**src/rtl/core/tsr_pkg.sv**
```systemverilog
// Shared types and constants for the touch swipe recogniser.
package tsr_pkg;

    // Event kinds
    localparam logic [1:0] KIND_BEGIN  = 2'd0;
    localparam logic [1:0] KIND_UPDATE = 2'd1;
    localparam logic [1:0] KIND_END    = 2'd2;
    localparam logic [1:0] KIND_CANCEL = 2'd3;

    // Swipe directions
    localparam logic [1:0] DIR_LEFT  = 2'd0;
    localparam logic [1:0] DIR_RIGHT = 2'd1;
    localparam logic [1:0] DIR_UP    = 2'd2;
    localparam logic [1:0] DIR_DOWN  = 2'd3;

    // Reported controller states
    localparam logic [1:0] GST_NONE       = 2'd0;
    localparam logic [1:0] GST_COLLECTING = 2'd1;
    localparam logic [1:0] GST_RECOGNISED = 2'd2;

    // Configuration register indexes
    localparam logic [1:0] CFG_WINDOW    = 2'd0;
    localparam logic [1:0] CFG_THRESHOLD = 2'd1;
    localparam logic [1:0] CFG_FACTOR    = 2'd2;
    localparam logic [1:0] CFG_ALLOWED   = 2'd3;

    localparam int unsigned CFG_IDX_W  = 2;
    localparam int unsigned CFG_DATA_W = 12;

    // Configuration reset values
    localparam logic [9:0]  RST_WINDOW    = 10'd100;
    localparam logic [11:0] RST_THRESHOLD = 12'd80;
    localparam logic [3:0]  RST_FACTOR    = 4'd4;
    localparam logic [3:0]  RST_ALLOWED   = 4'd0;

    typedef struct packed {
        logic [1:0]         kind;
        logic [15:0]        contact_id;
        logic               has_coords;
        logic signed [15:0] touch_x;
        logic signed [15:0] touch_y;
        logic [31:0]        time_ms;
    } t_in_beat;

    typedef struct packed {
        logic       handled;
        logic       began;
        logic       swipe_done;
        logic [1:0] swipe_direction;
        logic       gesture_ended;
        logic [1:0] controller_state;
    } t_out_beat;

    typedef struct packed {
        logic [9:0]  window_ms;
        logic [11:0] distance_threshold;
        logic [3:0]  proportion_factor;
        logic [3:0]  allowed_directions;
    } t_cfg;

    // Sequencer states
    typedef enum logic [3:0] {
        S_IDLE,
        S_DISPATCH,
        S_PRUNE_RD,
        S_PRUNE_CHK,
        S_STORE,
        S_SCAN_INIT,
        S_SCAN_RD,
        S_SCAN_CHK,
        S_MAG,
        S_DECIDE,
        S_CLOSE,
        S_FINISH
    } t_fsm;

    // Commands from sequencer to datapath
    typedef struct packed {
        logic load_in;
        logic reject;
        logic clear_pts;
        logic clr_touch;
        logic set_touch;
        logic rd_oldest;
        logic pop;
        logic store;
        logic scan_init;
        logic rd_scan;
        logic scan_dec;
        logic take_diff;
        logic take_mag;
        logic decide;
        logic close;
        logic load_out;
    } t_cmd;

    // Status from datapath to sequencer
    typedef struct packed {
        logic [1:0] kind;
        logic       has;
        logic       foreign;
        logic       swiping;
        logic       count_zero;
        logic       prune_hit;
        logic       scan_stop;
        logic       out_free;
    } t_status;

endpackage

```
**src/rtl/core/tsr_ctrl.sv**
```systemverilog
// Sequencer for the swipe recogniser: steps one event through prune, store, scan and decide.
module tsr_ctrl (
    input  logic              i_clk,
    input  logic              i_rst_n,
    input  logic              i_in_valid,
    output logic              o_in_stall,
    input  tsr_pkg::t_status  i_status,
    output tsr_pkg::t_cmd     o_cmd
);
    import tsr_pkg::*;

    t_fsm r_state;
    t_fsm n_state;

    // State register
    always_ff @(posedge i_clk) begin
        if (!i_rst_n) begin
            r_state <= S_IDLE;
        end else begin
            r_state <= n_state;
        end
    end

    assign o_in_stall = (r_state != S_IDLE);

    // Next state and commands
    always_comb begin
        n_state = r_state;
        o_cmd   = '0;
        unique case (r_state)
            S_IDLE: begin
                if (i_in_valid) begin
                    o_cmd.load_in = 1'b1;
                    n_state       = S_DISPATCH;
                end
            end
            S_DISPATCH: begin
                priority if (i_status.kind == KIND_CANCEL) begin
                    o_cmd.clear_pts = 1'b1;
                    o_cmd.clr_touch = 1'b1;
                    n_state         = S_FINISH;
                end else if (i_status.foreign) begin
                    o_cmd.reject = 1'b1;
                    n_state      = S_FINISH;
                end else if (i_status.kind == KIND_BEGIN) begin
                    o_cmd.clear_pts = 1'b1;
                    o_cmd.set_touch = 1'b1;
                    n_state         = i_status.has ? S_STORE : S_FINISH;
                end else if (i_status.has) begin
                    n_state = S_PRUNE_RD;
                end else if (i_status.kind == KIND_UPDATE || i_status.swiping) begin
                    n_state = S_SCAN_INIT;
                end else begin
                    n_state = S_CLOSE;
                end
            end
            S_PRUNE_RD: begin
                if (i_status.count_zero) begin
                    n_state = S_STORE;
                end else begin
                    o_cmd.rd_oldest = 1'b1;
                    n_state         = S_PRUNE_CHK;
                end
            end
            S_PRUNE_CHK: begin
                if (i_status.prune_hit) begin
                    o_cmd.pop = 1'b1;
                    n_state   = S_PRUNE_RD;
                end else begin
                    n_state = S_STORE;
                end
            end
            S_STORE: begin
                o_cmd.store = 1'b1;
                priority if (i_status.kind == KIND_BEGIN) begin
                    n_state = S_FINISH;
                end else if (i_status.kind == KIND_UPDATE || i_status.swiping) begin
                    n_state = S_SCAN_INIT;
                end else begin
                    n_state = S_CLOSE;
                end
            end
            S_SCAN_INIT: begin
                if (i_status.count_zero) begin
                    n_state = (i_status.kind == KIND_UPDATE) ? S_FINISH : S_CLOSE;
                end else begin
                    o_cmd.scan_init = 1'b1;
                    n_state         = S_SCAN_RD;
                end
            end
            S_SCAN_RD: begin
                o_cmd.rd_scan = 1'b1;
                n_state       = S_SCAN_CHK;
            end
            S_SCAN_CHK: begin
                if (i_status.scan_stop) begin
                    o_cmd.take_diff = 1'b1;
                    n_state         = S_MAG;
                end else begin
                    o_cmd.scan_dec = 1'b1;
                    n_state        = S_SCAN_RD;
                end
            end
            S_MAG: begin
                o_cmd.take_mag = 1'b1;
                n_state        = S_DECIDE;
            end
            S_DECIDE: begin
                o_cmd.decide = 1'b1;
                n_state      = (i_status.kind == KIND_UPDATE) ? S_FINISH : S_CLOSE;
            end
            S_CLOSE: begin
                o_cmd.close = 1'b1;
                n_state     = S_FINISH;
            end
            S_FINISH: begin
                if (i_status.out_free) begin
                    o_cmd.load_out = 1'b1;
                    n_state        = S_IDLE;
                end
            end
            default: begin
                n_state = S_IDLE;
            end
        endcase
    end

endmodule

```
**src/rtl/core/tsr_dp.sv**
```systemverilog
// Datapath for the swipe recogniser: point ring, touch state, direction arithmetic, result beat.
module tsr_dp #(
    parameter int unsigned WINDOW_DEPTH = 32
) (
    input  logic               i_clk,
    input  logic               i_rst_n,
    input  tsr_pkg::t_in_beat  i_in_data,
    input  tsr_pkg::t_cfg      i_cfg,
    input  tsr_pkg::t_cmd      i_cmd,
    output tsr_pkg::t_status   o_status,
    output logic               o_out_valid,
    input  logic               i_out_stall,
    output tsr_pkg::t_out_beat o_out_data
);
    import tsr_pkg::*;

    localparam int unsigned AW = $clog2(WINDOW_DEPTH);
    localparam int unsigned CW = $clog2(WINDOW_DEPTH + 1);

    typedef struct packed {
        logic signed [15:0] x;
        logic signed [15:0] y;
        logic [31:0]        t;
    } t_point;

    // Ring position of the entry ofs places after base
    function automatic logic [AW-1:0] f_slot(input logic [AW-1:0] base,
                                             input logic [CW-1:0] ofs);
        logic [AW:0] s;
        s = (AW+1)'(base) + (AW+1)'(ofs);
        if (s >= (AW+1)'(WINDOW_DEPTH)) begin
            s = s - (AW+1)'(WINDOW_DEPTH);
        end
        return s[AW-1:0];
    endfunction

    // Point ring
    t_point r_mem [WINDOW_DEPTH];
    t_point r_rd;

    // Event being worked on
    logic [1:0]         r_kind;
    logic [15:0]        r_contact;
    logic               r_has;
    logic signed [15:0] r_x;
    logic signed [15:0] r_y;
    logic [31:0]        r_t;

    // Touch state
    logic [AW-1:0] r_oldest;
    logic [CW-1:0] r_count;
    logic          r_active;
    logic [15:0]   r_owner;
    logic          r_swiping;

    // Newest stored point, scan index, displacement
    logic signed [15:0] r_new_x;
    logic signed [15:0] r_new_y;
    logic [31:0]        r_new_t;
    logic [AW-1:0]      r_k;
    logic [16:0]        r_dx;
    logic [16:0]        r_dy;
    logic [15:0]        r_ax;
    logic [15:0]        r_ay;
    logic               r_neg_x;
    logic               r_neg_y;

    // Result flags
    logic       r_handled;
    logic       r_began;
    logic       r_sw_end;
    logic [1:0] r_dir;
    logic       r_g_end;
    t_out_beat  r_out;
    logic       r_out_valid;

    logic          full;
    logic [AW-1:0] wr_addr;
    logic [AW-1:0] rd_addr;
    logic [AW-1:0] oldest_inc;
    logic [32:0]   rd_limit;
    logic [16:0]   neg_dx;
    logic [16:0]   neg_dy;
    logic [19:0]   prod_x;
    logic [19:0]   prod_y;
    logic          hor;
    logic          ver;
    logic [1:0]    cand_dir;
    logic          found;
    logic [1:0]    cur_state;

    assign full       = (r_count == CW'(WINDOW_DEPTH));
    assign wr_addr    = f_slot(r_oldest, r_count);
    assign rd_addr    = i_cmd.rd_scan ? f_slot(r_oldest, CW'(r_k)) : r_oldest;
    assign oldest_inc = f_slot(r_oldest, CW'(1));
    assign rd_limit   = {1'b0, r_rd.t} + 33'(i_cfg.window_ms);

    // Magnitudes and direction test
    assign neg_dx   = 17'd0 - r_dx;
    assign neg_dy   = 17'd0 - r_dy;
    assign prod_y   = {4'b0, r_ay} * {16'b0, i_cfg.proportion_factor};
    assign prod_x   = {4'b0, r_ax} * {16'b0, i_cfg.proportion_factor};
    assign hor      = (r_ax > {4'b0, i_cfg.distance_threshold}) && ({4'b0, r_ax} > prod_y);
    assign ver      = (r_ay > {4'b0, i_cfg.distance_threshold}) && ({4'b0, r_ay} > prod_x);
    assign cand_dir = hor ? (r_neg_x ? DIR_LEFT : DIR_RIGHT)
                          : (r_neg_y ? DIR_UP : DIR_DOWN);
    assign found    = (hor || ver) && i_cfg.allowed_directions[cand_dir];

    assign cur_state = !r_active     ? GST_NONE :
                       r_swiping     ? GST_RECOGNISED :
                       (r_count != '0) ? GST_COLLECTING : GST_NONE;

    // Status back to the sequencer
    assign o_status.kind       = r_kind;
    assign o_status.has        = r_has;
    assign o_status.foreign    = r_active && (r_contact != r_owner);
    assign o_status.swiping    = r_swiping;
    assign o_status.count_zero = (r_count == '0);
    assign o_status.prune_hit  = (rd_limit <= {1'b0, r_t});
    assign o_status.scan_stop  = (rd_limit < {1'b0, r_new_t}) || (r_k == '0);
    assign o_status.out_free   = !r_out_valid || !i_out_stall;

    // Write and read the ring
    always_ff @(posedge i_clk) begin
        if (i_cmd.store) begin
            r_mem[wr_addr] <= '{x: r_x, y: r_y, t: r_t};
        end
        if (i_cmd.rd_oldest || i_cmd.rd_scan) begin
            r_rd <= r_mem[rd_addr];
        end
    end

    // Touch control state
    always_ff @(posedge i_clk) begin
        if (!i_rst_n) begin
            r_oldest  <= '0;
            r_count   <= '0;
            r_active  <= 1'b0;
            r_owner   <= '0;
            r_swiping <= 1'b0;
        end else begin
            if (i_cmd.clear_pts || i_cmd.close) begin
                r_oldest  <= '0;
                r_count   <= '0;
                r_swiping <= 1'b0;
            end else if (i_cmd.pop) begin
                r_oldest <= oldest_inc;
                r_count  <= r_count - CW'(1);
            end else if (i_cmd.store) begin
                if (full) begin
                    r_oldest <= oldest_inc;
                end else begin
                    r_count <= r_count + CW'(1);
                end
            end else if (i_cmd.decide && r_kind == KIND_UPDATE && found) begin
                r_swiping <= 1'b1;
            end
            if (i_cmd.clr_touch || i_cmd.close) begin
                r_active <= 1'b0;
            end else if (i_cmd.set_touch) begin
                r_active <= 1'b1;
                r_owner  <= r_contact;
            end
        end
    end

    // Event capture, newest point, scan and arithmetic registers, result flags
    always_ff @(posedge i_clk) begin
        if (i_cmd.load_in) begin
            r_kind    <= i_in_data.kind;
            r_contact <= i_in_data.contact_id;
            r_has     <= i_in_data.has_coords;
            r_x       <= i_in_data.touch_x;
            r_y       <= i_in_data.touch_y;
            r_t       <= i_in_data.time_ms;
            r_handled <= 1'b1;
            r_began   <= 1'b0;
            r_sw_end  <= 1'b0;
            r_dir     <= DIR_LEFT;
            r_g_end   <= 1'b0;
        end
        if (i_cmd.reject) begin
            r_handled <= 1'b0;
        end
        if (i_cmd.store) begin
            r_new_x <= r_x;
            r_new_y <= r_y;
            r_new_t <= r_t;
        end
        if (i_cmd.scan_init) begin
            r_k <= AW'(r_count - CW'(1));
        end else if (i_cmd.scan_dec) begin
            r_k <= r_k - AW'(1);
        end
        if (i_cmd.take_diff) begin
            r_dx <= {r_new_x[15], r_new_x} - {r_rd.x[15], r_rd.x};
            r_dy <= {r_new_y[15], r_new_y} - {r_rd.y[15], r_rd.y};
        end
        if (i_cmd.take_mag) begin
            r_neg_x <= r_dx[16];
            r_neg_y <= r_dy[16];
            r_ax    <= r_dx[16] ? neg_dx[15:0] : r_dx[15:0];
            r_ay    <= r_dy[16] ? neg_dy[15:0] : r_dy[15:0];
        end
        if (i_cmd.decide) begin
            if (r_kind == KIND_UPDATE) begin
                r_began <= found;
            end else begin
                r_sw_end <= found;
                r_dir    <= found ? cand_dir : DIR_LEFT;
            end
        end
        if (i_cmd.close) begin
            r_g_end <= r_swiping;
        end
    end

    // Output beat register
    always_ff @(posedge i_clk) begin
        if (!i_rst_n) begin
            r_out_valid <= 1'b0;
        end else if (i_cmd.load_out) begin
            r_out_valid <= 1'b1;
        end else if (!i_out_stall) begin
            r_out_valid <= 1'b0;
        end
    end

    always_ff @(posedge i_clk) begin
        if (i_cmd.load_out) begin
            r_out.handled          <= r_handled;
            r_out.began            <= r_began;
            r_out.swipe_done       <= r_sw_end;
            r_out.swipe_direction  <= r_dir;
            r_out.gesture_ended    <= r_g_end;
            r_out.controller_state <= cur_state;
        end
    end

    assign o_out_valid = r_out_valid;
    assign o_out_data  = r_out;

endmodule

```
**src/rtl/core/touch_swipe_recognizer_core.sv**
```systemverilog
// Steps: cancel, a rejected event or a bare begin go from dispatch straight to the result;
// a begin with coordinates is stored first; other events prune and store when they carry
// coordinates, then scan the point ring through its registered read port and decide as needed.
// Throughput: one event at a time; the next is accepted the cycle after the result is
// registered, and a result still stalled at the output holds the next one back.
// Reset (synchronous, active low): touch state, handshakes and configuration to defaults.
module touch_swipe_recognizer_core #(
    parameter int unsigned WINDOW_DEPTH = 32
) (
    input  logic                                i_clk,
    input  logic                                i_rst_n,
    input  logic                                i_in_valid,
    output logic                                o_in_stall,
    input  tsr_pkg::t_in_beat                   i_in_data,
    output logic                                o_out_valid,
    input  logic                                i_out_stall,
    output tsr_pkg::t_out_beat                  o_out_data,
    input  logic                                i_cfg_we,
    input  logic [tsr_pkg::CFG_IDX_W-1:0]       i_cfg_index,
    input  logic [tsr_pkg::CFG_DATA_W-1:0]      i_cfg_data
);
    import tsr_pkg::*;

    t_cfg    r_cfg;
    t_cmd    cmd;
    t_status status;

    // Configuration registers
    always_ff @(posedge i_clk) begin
        if (!i_rst_n) begin
            r_cfg.window_ms          <= RST_WINDOW;
            r_cfg.distance_threshold <= RST_THRESHOLD;
            r_cfg.proportion_factor  <= RST_FACTOR;
            r_cfg.allowed_directions <= RST_ALLOWED;
        end else if (i_cfg_we) begin
            unique case (i_cfg_index)
                CFG_WINDOW:    r_cfg.window_ms          <= i_cfg_data[9:0];
                CFG_THRESHOLD: r_cfg.distance_threshold <= i_cfg_data[11:0];
                CFG_FACTOR:    r_cfg.proportion_factor  <= i_cfg_data[3:0];
                CFG_ALLOWED:   r_cfg.allowed_directions <= i_cfg_data[3:0];
                default: begin
                end
            endcase
        end
    end

    tsr_ctrl u_ctrl (
        .i_clk      (i_clk),
        .i_rst_n    (i_rst_n),
        .i_in_valid (i_in_valid),
        .o_in_stall (o_in_stall),
        .i_status   (status),
        .o_cmd      (cmd)
    );

    tsr_dp #(
        .WINDOW_DEPTH (WINDOW_DEPTH)
    ) u_dp (
        .i_clk       (i_clk),
        .i_rst_n     (i_rst_n),
        .i_in_data   (i_in_data),
        .i_cfg       (r_cfg),
        .i_cmd       (cmd),
        .o_status    (status),
        .o_out_valid (o_out_valid),
        .i_out_stall (i_out_stall),
        .o_out_data  (o_out_data)
    );

endmodule
```
**config.mk**
```make
export PLATFORM = sky130hd
export DESIGN_NAME = touch_swipe_recognizer_core
export DESIGN_NICKNAME = d
export VERILOG_FILES = /design/src/rtl/core/tsr_pkg.sv /design/src/rtl/core/tsr_ctrl.sv /design/src/rtl/core/tsr_dp.sv /design/src/rtl/core/touch_swipe_recognizer_core.sv
export SDC_FILE = /design/constraint.sdc
export NUM_CORES = 2
export LEC_CHECK = 0
export CORE_UTILIZATION = 60
export DETAILED_ROUTE_END_ITERATION = 6
export DONT_BUFFER_PORTS = 1
export MAX_ROUTING_LAYER = met4
export PLACE_DENSITY = 0.76
export SYNTH_ARGS = -nofsm -noshare
export SYNTH_HDL_FRONTEND = slang
export SYNTH_SLANG_ARGS = --single-unit
```
**constraint.sdc**
```tcl
create_clock -name i_clk -period 15.2 [get_ports i_clk]
set_clock_uncertainty 0.05 [all_clocks]
set_input_delay 1.52 -clock i_clk [delete_from_list [all_inputs] [get_ports i_clk]]
set_output_delay 1.52 -clock i_clk [all_outputs]
set_load 0.03 [all_outputs]
```
==> summary.md <==
| Metric | Value |
|---|---|
| Worst vdd ir | 134 µV |
| Combinational cell fraction of total power | 11.9% |
| Fraction of layout cells with a size suffix above 1 | 19.7% |
| Part of the power in registers | 52.6% |
| CTS Buffer Depth | 3 |
| LEAKAGE | 38.6 nW |
| Worst slew pin tran | 1.27 ns |
| Critical Path Fanout Max | 33 |
| Syn-to-layout area delta | 10.6% |
| Most frequent cells in the layout | edfxtp_1 (2341), mux4_2 (512), nand2_1 (274), inv_1 (260), clkbuf_16 (225) |
| FMAX | 152 MHz |
| Resized cells post-CTS | 0 |
| Drt drc | 0 |
| Count of final setup violators | 0 |
| Die width | 412 µm |
| Synth area leaders | edfxtp_1 (70%), mux4_2 (11%), ha_1 (2.8%) |
| Post-DP HPWL | 130000 µm |
| Global Route Usage Sum | 29.5% |
| RSZ-0062 raised after global routing | false |
| Top FF cell, synth | edfxtp_1 |
| Final worst path period share | 43.2% |
| PortBufs | 0 |
| Worst-path clk slew | 0.06 ns |
| Pwr per Cell Area | 143 nW/µm² |
| Num CTS Buffers | 224 |
| Initial DRC count | 7068 |
| Critical Path Sink Type | flop |
| CTS sink cnt | 2410 |
| Cell Count, Final, Fillers Out | 8037 |
| GPL Wtd Cong | 0.909 |
| CP Data Arrival Time | 7.30 ns |
| FILL cells | 10532 |
| Async SR Flop Fraction | 0% |
| DP Cell Count | 7598 |
| Final Hold Vio Count | 0 |
| # Post-CTS Setup Buffers | 0 |
| Hold_buf cts | 0 |
| Critical path class | reg -> reg |
| YS warnings | 0 |
| Minimum clock period | 6.57 ns |
| Worst Setup Start Kind | flop |
| Largest net degree at the start of global routing | 169 |
| Commonest non-fill, non-tap cell in the layout | edfxtp_1 |
| Pins Over Slew Limit | 0 |
| Multi-input gate area | 27500 µm² |
| Final Core Density | 66.8% |
| Cell taking the most area after synthesis | edfxtp_1 |
| Synth cell types | 81 |
| Hold WC Path Type | reg -> reg |
| Top-area cell type share of the netlist area | 69.7% |
| Place WS | 8.67 ns |
| Syn Nets | 5874 |
| Nets | 6006 |
| CP required | 15.93 ns |
| Total grt overflow | 0 |
| Drt via density | 6.60 |
| Register Area | 71700 µm² |
| Outcome | completed |
| Via count | 53068 |
| Switching Power | 4.03 mW |
| Final setup margin | 8.63 ns |
| Synth Area per Inst | 18.4 µm² |
| Root Driver | clkbuf_16 |
| CTS tree | yes |
| Pwr Total | 16.0 mW |
| First-pass GRT wire length | 350000 µm |
| Pint | 12.0 mW |
| H-tree lvl count | 4 |
| Initial Util | 60.4% |
| Vias in the first global route | 52805 |
| Die height | 412 µm |
| Maxcap violations | 0 |
| Antenna-violating nets left | 0 |
| Power share of the clock group | 35.5% |
| # IOs | 112 |
| Post-synth EDFFs | 2341 |
| Switching Fraction | 25.2% |
| Synthesized instance count | 5488 |
| WL/cell | 30.0 µm |
| Site Rows | 150 |
| Post-Synthesis Cell Area | 101000 µm² |
| Die area | 170000 µm² |
| Sequential fraction of the synthesis area | 71.1% |
| Clock Latency Late Sink | 0.89 ns |
| Core area | 167000 µm² |
| DRT Pass-1 Iters | 5 |
| Setup slack, reg-to-reg | 8.63 ns |
| Setup TNS after final layout | 0 ns |
| Final wirelength | 241000 µm |
| Yosys reg bits | 2410 |
| Slew HR | 15.4% |
| Initial antenna violation count | 12 |
## power by group through the flow
stage / logic, mW / clock network [mW] / registers, mW
finish: 1.90 / 5.68 / 8.41
global route: 2.08 / 5.98 / 8.44
CTS: 1.90 / 5.73 / 8.40
detailed placement: 1.88 / 0 / 8.54
global placement: 1.82 / 0 / 8.51
floorplan: 1.23 / 0 / 8.47
## Yosys cell counts (5+ instances only)
cell	instances
inv_1	262
a21oi_1	176
nand2b_1	20
nand2_1	274
nand4_1	35
nor3b_1	8
mux4_2	512
clkbuf_1	94
and2_1	84
mux2_2	128
a2111oi_0	9
xnor2_1	83
o41ai_1	9
buf_2	105
o211ai_1	79
fa_1	61
and3_1	15
o21ai_1	47
xor2_1	49
nor2_1	210
a31oi_1	6
a21boi_0	5
nor3_1	49
ha_1	223
or3_1	16
o31a_1	6
a211oi_1	13
or4_1	12
o21a_1	19
mux2i_1	160
buf_1	13
a21o_1	36
nor4_1	10
nand3_1	43
dfxtp_1	69
o21bai_1	10
o21ai_0	81
edfxtp_1	2341
o31ai_1	14
or2_2	8
nor2b_1	27
buf_4	5
## sequential cells by signal, indices dropped and copies added, names as in the netlist, 17 cells and up
| register | cells |
|---|---|
| u_dp.r_mem | 2048 |
| u_dp.r_rd | 64 |
| u_dp.r_new_t | 32 |
| u_dp.r_t | 32 |
| r_cfg | 30 |
| u_dp.r_dx | 17 |
| u_dp.r_dy | 17 |
## cell type report
type	instances	share of cell area (%)
multi-input combinational	2598	24.7
tap	2204	2.47
clock buffer	284	5.25
inverter	263	0.892
sequential	2410	64.3
clock inverter	142	1.50
timing repair buffer	123	0.895
antenna	13	0.0292
## path summary, 6_finish.rpt
check,from,end,cells past startpoint
setup / recovery,r_cfg[5],u_dp.r_sw_end,22
hold / removal,u_dp.r_g_end,u_dp.o_out_data[2],0
setup reg to reg,r_cfg[5],u_dp.r_sw_end,22
hold reg to reg,u_dp.r_g_end,u_dp.o_out_data[2],0
## metrics by stage
step | instance area, µm² | hold WS, ns
3_5_place_dp | 104000 | 0.365
6_report | 112000 | 0.382
3_3_place_gp | 104000 | 0.361
4_1_cts | 111000 | 0.379
2_1_floorplan | 101000 | 0.350
5_1_grt | 112000 | 0.382
## worst max-delay path, stage by stage (launching register included)
cell and delay, ns:
dfxtp_1 1.16, nand2_1 0.19, fa_1 0.55, fa_1 0.49, inv_1 0.07, ha_1 0.29
a211o_1 0.34, a2111oi_4 0.35, o21ai_2 0.12, and2_2 0.23, a21o_1 0.18, a21oi_1 0.18
xor2_1 0.19, ha_1 0.27, nand4_1 0.12, or4_1 0.14, o211ai_1 0.10, a41oi_1 0.19
nand4_1 0.11, nor4_1 0.27, nor4b_4 0.46, mux2i_1 0.29, a22o_1 0.16
## layer usage
metal / wire length [µm] / GRT usage [%] / part of all wire (%)
met5: 0 / - / 0
met4: 7150 / 8.63 / 3.0
met3: 25300 / 5.53 / 11
met2: 114000 / 45.1 / 47
met1: 94600 / 41.2 / 39
## kinds of logic (layout without fill, tap and decap cells)
logic type | Yosys count | count (layout) | synth area share, %
compound gates | 552 | 552 | 3.47
xor+xnor | 132 | 132 | 1.15
fa+ha+maj | 284 | 284 | 3.98
buf+inv | 480 | 812 | 1.94
flops | 2410 | 2410 | 71.1
mux | 800 | 800 | 14.5
other cells | 0 | 13 | 0
simple gates | 830 | 830 | 3.94
No activity file was read; power rests on OpenSTA's default activity.
